### src/rtl/mrd_pkg.sv
// Shared types and constants for the MIDI short-message decoder.
// Holds event codes, status nibbles, controller numbers and state/result structs.
// No dependencies.
package mrd_pkg;

    localparam int unsigned NUM_CHANNELS = 16;

    typedef enum logic [3:0] {
        EV_NOTE       = 4'd0,
        EV_POLY       = 4'd1,
        EV_CC         = 4'd2,
        EV_PROGRAM    = 4'd3,
        EV_AFTERTOUCH = 4'd4,
        EV_PITCH      = 4'd5,
        EV_SYSTEM     = 4'd6,
        EV_RPN        = 4'd7,
        EV_NRPN       = 4'd8
    } event_kind_t;

    localparam logic [3:0] ST_NOTE_OFF   = 4'h8;
    localparam logic [3:0] ST_NOTE_ON    = 4'h9;
    localparam logic [3:0] ST_POLY       = 4'hA;
    localparam logic [3:0] ST_CC         = 4'hB;
    localparam logic [3:0] ST_PROGRAM    = 4'hC;
    localparam logic [3:0] ST_AFTERTOUCH = 4'hD;
    localparam logic [3:0] ST_PITCH      = 4'hE;

    localparam logic [6:0] CC_RPN_MSB   = 7'd101;
    localparam logic [6:0] CC_RPN_LSB   = 7'd100;
    localparam logic [6:0] CC_NRPN_MSB  = 7'd99;
    localparam logic [6:0] CC_NRPN_LSB  = 7'd98;
    localparam logic [6:0] CC_DATA_MSB  = 7'd6;
    localparam logic [6:0] CC_DATA_LSB  = 7'd38;
    localparam logic [6:0] NULL_PARAM   = 7'd127;

    localparam int unsigned FLAG_NRPN = 0;
    localparam int unsigned FLAG_PLO  = 1;
    localparam int unsigned FLAG_PHI  = 2;
    localparam int unsigned FLAG_VHI  = 3;

    typedef struct packed {
        logic [3:0]  flags;
        logic [13:0] number;
        logic [13:0] value;
    } chan_state_t;

    typedef struct packed {
        event_kind_t kind;
        logic [3:0]  channel;
        logic [13:0] control;
        logic [13:0] value;
        logic        last;
    } result_t;

endpackage

### src/rtl/midi_input_decoder_with_rpn_nrpn_top.sv
// MIDI short-message decoder with per-channel RPN/NRPN tracking, top level.
// An accepted message is held in the input register, decoded, and written into the result queue.
// Throughput: one item per cycle while the queue has room for two results; an item with a parameter result yields two.
// The rate is set by the four-entry result queue draining one result per cycle while m_ready is high.
// Reset (aresetn, synchronous, active low) clears all channel state and empties the queue.
// Depends on mrd_pkg and mrd_decode.
module midi_input_decoder_with_rpn_nrpn_top (
    input  logic        aclk,
    input  logic        aresetn,
    input  logic        s_valid,
    output logic        s_ready,
    input  logic        s_msg_kind,
    input  logic [7:0]  s_status_byte,
    input  logic [6:0]  s_data_first,
    input  logic [6:0]  s_data_second,
    output logic        m_valid,
    input  logic        m_ready,
    output logic [3:0]  m_event_kind,
    output logic [3:0]  m_midi_channel,
    output logic [13:0] m_control_number,
    output logic [13:0] m_raw_value,
    output logic        m_last_of_run
);
    import mrd_pkg::*;

    logic        in_valid_reg;
    logic        in_msg_kind_reg;
    logic [7:0]  in_status_reg;
    logic [6:0]  in_data_first_reg;
    logic [6:0]  in_data_second_reg;

    chan_state_t state_reg [NUM_CHANNELS];
    chan_state_t state_next;

    result_t     q_reg [4];
    logic [1:0]  wp_reg;
    logic [1:0]  rp_reg;
    logic [2:0]  count_reg;
    logic [2:0]  count_next;

    logic [1:0]  num_results;
    logic [1:0]  push_cnt;
    result_t     res_first;
    result_t     res_second;
    result_t     head;
    logic        fire;
    logic        pop;
    logic [3:0]  ch;

    assign ch      = in_status_reg[3:0];
    assign fire    = in_valid_reg && (count_reg <= 3'd2);
    assign s_ready = !in_valid_reg || fire;
    assign pop     = m_valid && m_ready;
    assign push_cnt = fire ? num_results : 2'd0;
    assign count_next = count_reg + {1'b0, push_cnt} - {2'b00, pop};

    mrd_decode u_decode (
        .msg_kind    (in_msg_kind_reg),
        .status_byte (in_status_reg),
        .data_first  (in_data_first_reg),
        .data_second (in_data_second_reg),
        .state_in    (state_reg[ch]),
        .state_out   (state_next),
        .num_results (num_results),
        .res_first   (res_first),
        .res_second  (res_second)
    );

    always_ff @(posedge aclk) begin
        if (!aresetn) begin
            in_valid_reg <= 1'b0;
        end else if (s_ready) begin
            in_valid_reg <= s_valid;
        end
    end

    always_ff @(posedge aclk) begin
        if (s_ready && s_valid) begin
            in_msg_kind_reg    <= s_msg_kind;
            in_status_reg      <= s_status_byte;
            in_data_first_reg  <= s_data_first;
            in_data_second_reg <= s_data_second;
        end
    end

    always_ff @(posedge aclk) begin
        if (!aresetn) begin
            for (int i = 0; i < NUM_CHANNELS; i++) begin
                state_reg[i] <= '0;
            end
        end else if (fire) begin
            state_reg[ch] <= state_next;
        end
    end

    always_ff @(posedge aclk) begin
        if (!aresetn) begin
            wp_reg    <= 2'd0;
            rp_reg    <= 2'd0;
            count_reg <= 3'd0;
        end else begin
            wp_reg    <= wp_reg + push_cnt;
            rp_reg    <= rp_reg + {1'b0, pop};
            count_reg <= count_next;
        end
    end

    always_ff @(posedge aclk) begin
        if (push_cnt != 2'd0) begin
            q_reg[wp_reg] <= res_first;
        end
        if (push_cnt == 2'd2) begin
            q_reg[wp_reg + 2'd1] <= res_second;
        end
    end

    assign head             = q_reg[rp_reg];
    assign m_valid          = (count_reg != 3'd0);
    assign m_event_kind     = head.kind;
    assign m_midi_channel   = head.channel;
    assign m_control_number = head.control;
    assign m_raw_value      = head.value;
    assign m_last_of_run    = head.last;

`ifndef NO_ASSERTIONS
    a_count_bound: assert property (@(posedge aclk) disable iff (!aresetn)
        count_reg <= 3'd4)
        else $error("result queue count out of range");

    a_param_followed: assert property (@(posedge aclk) disable iff (!aresetn)
        (m_valid && !m_last_of_run) |-> (count_reg >= 3'd2))
        else $error("parameter result queued without its plain result");

    a_input_hold: assert property (@(posedge aclk) disable iff (!aresetn)
        (in_valid_reg && !fire) |=> (in_valid_reg && $stable(in_status_reg)
            && $stable(in_data_first_reg) && $stable(in_data_second_reg)))
        else $error("stalled input register changed");

    a_reset_empty: assert property (@(posedge aclk)
        !aresetn |=> (count_reg == 3'd0 && !in_valid_reg))
        else $error("reset did not empty the datapath");
`endif

endmodule

### src/rtl/mrd_decode.sv
// Combinational decode of one MIDI short message with RPN/NRPN tracking.
// Produces the updated channel state and up to two result items.
// Depends on mrd_pkg.
module mrd_decode (
    input  logic                msg_kind,
    input  logic [7:0]          status_byte,
    input  logic [6:0]          data_first,
    input  logic [6:0]          data_second,
    input  mrd_pkg::chan_state_t state_in,
    output mrd_pkg::chan_state_t state_out,
    output logic [1:0]          num_results,
    output mrd_pkg::result_t    res_first,
    output mrd_pkg::result_t    res_second
);
    import mrd_pkg::*;

    event_kind_t kind;
    logic [13:0] ctl;
    logic [13:0] val;
    logic [3:0]  f;
    logic [13:0] num;
    logic [13:0] pv;
    logic        track;
    logic        done;
    logic        skip;
    logic        is_addr;
    result_t     plain;

    always_comb begin
        kind = EV_SYSTEM;
        ctl  = {7'd0, data_first};
        val  = {7'd0, data_second};
        case (status_byte[7:4])
            ST_NOTE_OFF: begin
                kind = EV_NOTE;
                val  = 14'd0;
            end
            ST_NOTE_ON:    kind = EV_NOTE;
            ST_POLY:       kind = EV_POLY;
            ST_CC:         kind = EV_CC;
            ST_PROGRAM:    kind = EV_PROGRAM;
            ST_AFTERTOUCH: begin
                kind = EV_AFTERTOUCH;
                ctl  = 14'd0;
                val  = {7'd0, data_first};
            end
            ST_PITCH: begin
                kind = EV_PITCH;
                ctl  = 14'd0;
                val  = {data_second, data_first};
            end
            default:       kind = EV_SYSTEM;
        endcase

        skip    = msg_kind || !status_byte[7];
        is_addr = (data_first >= CC_NRPN_LSB) && (data_first <= CC_RPN_MSB);
        track   = !skip && (status_byte[7:4] == ST_CC) &&
                  (is_addr || data_first == CC_DATA_MSB || data_first == CC_DATA_LSB);

        f    = state_in.flags;
        num  = state_in.number;
        pv   = state_in.value;
        done = 1'b0;

        if (track) begin
            if ((f[FLAG_NRPN] && (data_first == CC_RPN_MSB || data_first == CC_RPN_LSB)) ||
                (!f[FLAG_NRPN] && (data_first == CC_NRPN_MSB || data_first == CC_NRPN_LSB)))
            begin
                f[FLAG_NRPN] = 1'b0;
                f[FLAG_PLO]  = 1'b0;
                f[FLAG_PHI]  = 1'b0;
            end
            if (is_addr) begin
                f[FLAG_VHI] = 1'b0;
            end
            if (data_first == CC_RPN_MSB || data_first == CC_NRPN_MSB) begin
                num[13:7]   = data_second;
                f[FLAG_PHI] = 1'b1;
                if (data_first == CC_NRPN_MSB) begin
                    f[FLAG_NRPN] = 1'b1;
                end
                if (data_first == CC_RPN_MSB && data_second == NULL_PARAM) begin
                    f[FLAG_PHI] = 1'b0;
                end
            end
            if (data_first == CC_RPN_LSB || data_first == CC_NRPN_LSB) begin
                num[6:0]    = data_second;
                f[FLAG_PLO] = 1'b1;
                if (data_first == CC_NRPN_LSB) begin
                    f[FLAG_NRPN] = 1'b1;
                end
                if (data_first == CC_RPN_LSB && data_second == NULL_PARAM) begin
                    f[FLAG_PLO] = 1'b0;
                end
            end
            if (data_first == CC_DATA_MSB && f[FLAG_PHI] && f[FLAG_PLO]) begin
                pv          = {data_second, 7'd0};
                f[FLAG_VHI] = 1'b1;
            end
            if (data_first == CC_DATA_LSB && f[FLAG_VHI]) begin
                pv[6:0]     = data_second;
                f[FLAG_VHI] = 1'b0;
                done        = 1'b1;
            end
        end

        state_out.flags  = f;
        state_out.number = num;
        state_out.value  = pv;

        plain.kind    = kind;
        plain.channel = status_byte[3:0];
        plain.control = ctl;
        plain.value   = val;
        plain.last    = 1'b1;

        if (skip) begin
            num_results = 2'd0;
            res_first   = plain;
            res_second  = plain;
        end else if (done) begin
            num_results       = 2'd2;
            res_first.kind    = f[FLAG_NRPN] ? EV_NRPN : EV_RPN;
            res_first.channel = status_byte[3:0];
            res_first.control = num;
            res_first.value   = pv;
            res_first.last    = 1'b0;
            res_second        = plain;
        end else begin
            num_results = 2'd1;
            res_first   = plain;
            res_second  = plain;
        end
    end

endmodule

### config.mk
export PLATFORM = sky130hd
export DESIGN_NAME = midi_input_decoder_with_rpn_nrpn_top
export DESIGN_NICKNAME = d
export VERILOG_FILES = /design/src/rtl/mrd_pkg.sv /design/src/rtl/midi_input_decoder_with_rpn_nrpn_top.sv /design/src/rtl/mrd_decode.sv
export SDC_FILE = /design/constraint.sdc
export NUM_CORES = 1
export LEC_CHECK = 0
export BUFFER_PORTS_ARGS = -buffer_cell sky130_fd_sc_hd__buf_4
export CORE_AREA = 2 2 290 206
export CTS_CLUSTER_DIAMETER = 40
export CTS_CLUSTER_SIZE = 30
export DETAILED_ROUTE_END_ITERATION = 10
export DIE_AREA = 0 0 292 208
export PLACE_DENSITY = 0.85
export SETUP_SLACK_MARGIN = 0.2
export SYNTH_ARGS = -nofsm -noshare
export SYNTH_HDL_FRONTEND = slang
export SYNTH_HIERARCHICAL = 1
export SYNTH_SLANG_ARGS = --single-unit
export TNS_END_PERCENT = 1
### constraint.sdc
create_clock -name aclk -period 5.9 [get_ports aclk]
set_input_delay 0.59 -clock aclk [delete_from_list [all_inputs] [get_ports aclk]]
set_output_delay 0.59 -clock aclk [all_outputs]
set_load 0.01 [all_outputs]
=== After elaboration in Yosys (flattened, before gate mapping) ===
Memory sizes are Yosys's and may differ from the RTL's. A register that Yosys moved wholly into a read port is not among the register bits.
Cells that the tools add are included.

* Flip-flop bits (word level): 31
* Memory bits (writable): 660
* Input bits: 27
* Output and inout bits: 39
* Logic and storage cells: 109
* Memories kept: 2

* $add $sub $neg: 5
* $lt $le $gt $ge: 3
* Eq/ne operators: 15
* Muxes and demuxes: 45
* Reduce and logical (&&, ||, !) cells: 31

{| class="wikitable"
|+ Memories
! name !! words !! width !! read ports !! clocked after Yosys merged registers in !! write ports !! RTL line !! text
|-
| state_reg || 16 || 32 || 1 || 1 || 16 || midi_input_decoder_with_rpn_nrpn_top.sv:32 || <nowiki>chan_state_t state_reg [NUM_CHANNELS];</nowiki>
|-
| q_reg || 4 || 37 || 1 || 1 || 2 || midi_input_decoder_with_rpn_nrpn_top.sv:35 || <nowiki>result_t q_reg [4];</nowiki>
|}

{| class="wikitable"
|+ Operators with widths
! kind !! number
|-
| 37-bit 2-to-1 mux || 2
|-
| 14-bit 2-to-1 mux || 3
|-
| 14-bit one-hot mux with 3 select lines || 1
|-
| 7-bit == test, second input constant || 5
|-
| 32-bit 2-to-1 mux || 1
|-
| 32-bit OR reduction || 1
|-
| 4-bit == test, second input constant || 7
|-
| 7-bit 2-to-1 mux || 4
|-
| 1-bit 2-to-1 mux || 22
|-
| 3-bit one-hot mux with 6 select lines || 1
|-
| 4-bit 2-to-1 mux || 4
|-
| 1-bit logical AND || 13
|-
| 2-bit 2-to-1 mux || 6
|-
| 1-bit logical OR || 9
|-
| 7-bit by 3-bit == test with 1-bit output, second input constant || 1
|-
| 7-bit by 6-bit == test with 1-bit output, second input constant || 1
|-
| 7-bit >= comparator, second input constant || 1
|-
| 7-bit less-or-equal comparator, second input constant || 1
|-
| 1-bit zero test || 4
|-
| 2-bit OR reduction || 2
|-
| 3-bit by 2-bit adder with 3-bit output || 1
|-
| 3-bit by 2-bit less-or-equal comparator with 1-bit output, second input constant || 1
|-
| 3-bit 2-to-1 mux || 1
|-
| 3-bit nonzero test || 1
|-
| other kinds (6) || 6
|}

=== Longest topological paths before layout ===
* Word-level depth: 22
* Mapped depth: 20
* Gate-level depth less buffers: 16

=== By module ===
Netlist, hierarchy kept.

{| class="wikitable"
|+ Modules (own cells, without submodules)
! module !! times used !! cells an instance !! area each (um^2) !! sequential area each (um^2)
|-
| midi_input_decoder_with_rpn_nrpn_top || 1 || 1,962 || 31,164.9 || 20,749.9
|-
| mrd_decode || 1 || 223 || 1,551.5 || 0.0
|}

=== Worst setup path after synthesis ===
Ideal clock, no wire load.

* Path kind: reg-to-reg
* From: register with a tool-made name
* To: memory q_reg[0][0] in the netlist's numbering, enable pin
* Setup time: 487 ps
* Arrival: 5,795 ps
* Data required time: 5,413 ps
* Path slack: -382 ps
* Stages on the path, launching flop included: 14
* Path buffers: 4
* Clock period less this slack: 6,282 ps
* Cells stage by stage: dfxtp_1 > clkbuf_1 > buf_2 > mux4_2 > a22oi_1 > nand2_1 > and2_1 > clkbuf_1 > o21ai_1 > nor2_1 > clkbuf_1 > nor3b_1 > o211ai_1 > o31ai_1

{| class="wikitable"
|+ RTL lines
! item !! RTL line
|-
| end: declaration || midi_input_decoder_with_rpn_nrpn_top.sv:35
|}

==> run metrics <==
Initial Util=48.2%; clk slew on worst S/H paths=0.09 ns; hold crit path type=input port to flip-flop; die span in x=292 um; Die H=208 um; Hold EP=in_data_first_reg[3]; GRT Resource Usage Total=23.5%; r2r worst-path depth=10; Sum Neg Setup Slack=0 ns; vias=17700; slew margin rel.=22.8%; final RePlAce weighted congestion=0.879; Buffers on Ports=65; cts repair resizes=0; total gr overflow=0; final net count=1846; site row count=74; Layout area overhead=9.91%; R2R Setup Slk=1.23 ns; skew final=0.0431 ns; max-cap violation count=0; diodes inserted=0; pwr dens=333 nW/um^2; setup slack after layout=1.23 ns; DP Worst Slack=1.41 ns; Required @ worst endpoint=6.22 ns; initial antenna violation count=1; TritonCTS Buffers=49; minimum clock period=4.67 ns; DRC viols=0; Iter 0 DRT Violations=2856; hold depth=1; root buffer cell=clkbuf_16; Syn Std Cell Area=27900 um^2; Ports=66; period utilisation layout=79.1%; Final setup viols=0; WL/cell=27.7 um; drt pass-1 iters=6; number of synthesis warnings=6; first-pass GRT wire length=109000 um; Leak Pwr=10.1 nW; critical path class=flip-flop to flip-flop; Max Root-Sink Buffers=3; Mapped Cells=1876; # fillers=4449; crit path DAT=4.99 ns; RSZ-0062 raised after global routing=no; synthesized area per cell=14.9 um^2; max FFs per register=400; antenna viol nets, final=0; die area=60700 um^2; Final Hold Vio Count=0; clock latency on the worst-skew pair=0.61 ns; via/cell ratio=6.78; worst slew pin tran=1.15 ns; CTS tree=done; Hold Startpoint=s_data_first[3]; wirelength, routed=72400 um; Core Box Area=57900 um^2; Critical Path End Type=flip-flop; Final Slew Violations=0; layout cells sized above 1=29.1%; reg-to-reg endpoint=state_reg[15][13]; status=finished clean; CTS Sinks=583; post-cts hold buffer count=0; highest clock rate=0.214 GHz; H-tree depth=2; crit-path max FO=82; Post-DP HPWL=43200 um; largest net degree at the start of global routing=140; CP startpoint kind=flip-flop; Peak supply drop=0.000226 V; vias in the first global route=17500; postcts setup bufs=0
-- power breakdown --
part	switching (mW)	internal, mW	total (mW)
Combinational	1.14	0.729	1.87
Clock	1.67	1.79	3.46
Sequential	0.154	4.71	4.86
-- worst max-delay path, cell delays in order (launching register included) --
cell and delay [ns]:
dfxtp_4 0.62, buf_12 0.52, mux4_2 0.60, a22oi_1 0.33
nand2_1 0.26, nor4bb_1 0.21, a32o_1 0.29, nor3_4 0.52
mux2_2 0.41, nand2_1 0.30, nor3_1 0.11
-- routing by layer --
| metal | vias to the layer above | wire, um | GRT usage (%) |
|---|---|---|---|
| met1 | 8842 | 26700 | 32.8 |
| met2 | 1386 | 32900 | 35.6 |
| met3 | 203 | 10400 | 6.94 |
| li1 | 7285 | - | - |
| met4 | 0 | 2460 | 7.54 |
| met5 | - | 0 | 0 |
-- metrics by stage --
stage | hold WS, ns | utilization, % | instance area, um^2 | power (mW) | instances
after floorplan | 0.508 | - | 27900 | 6.12 | 1883
after global placement | 0.560 | 50.0 | 28900 | 6.70 | 2522
after detailed placement | 0.556 | 50.0 | 28900 | 6.76 | 2522
after CTS | 0.168 | 52.9 | 30600 | 10.2 | 2614
after global routing | 0.164 | 52.9 | 30600 | 10.4 | 2614
final | 0.180 | 52.9 | 30600 | 10.2 | 2614
-- final cells by class --
type	count	area, um^2	share of cell area, %
clock inverters	35	440	1.44
repair buffers	112	903	2.95
multi-input cells	1052	9620	31.4
well taps	760	951	3.10
flip-flops and latches	583	17400	56.8
inverters	15	56.3	0.184
clock buffers	57	1260	4.10
-- how the worst max path moves through the flow --
stage / from / endpoint / slack (ns) / depth (start not counted)
final: flip-flop / state_reg[15][13] / 1.23 / 10
after detailed placement: flip-flop / state_reg[15][13] / 1.41 / 10
after global routing: flip-flop / state_reg[11][31] / 1.06 / 10
after CTS: flip-flop / state_reg[0][9] / 1.35 / 10
after global placement: flip-flop / q_reg[2][14] / 1.54 / 11
after floorplan: flip-flop / q_reg[0][0] / -0.17 / 13
-- layout by cell type (no fill, tap or decap), types with 13 or more instances in the layout --
master / n
and2_1: 22
nor3_1: 402
a22o_1: 14
mux2_2: 132
mux2_4: 32
mux4_2: 137
buf_4: 107
nand3_1: 13
a21oi_1: 14
inv_1: 15
nand2_1: 92
o31ai_4: 18
edfxtp_1: 571
clkbuf_16: 49
a22oi_1: 50
(Power assumes the default switching activity.)
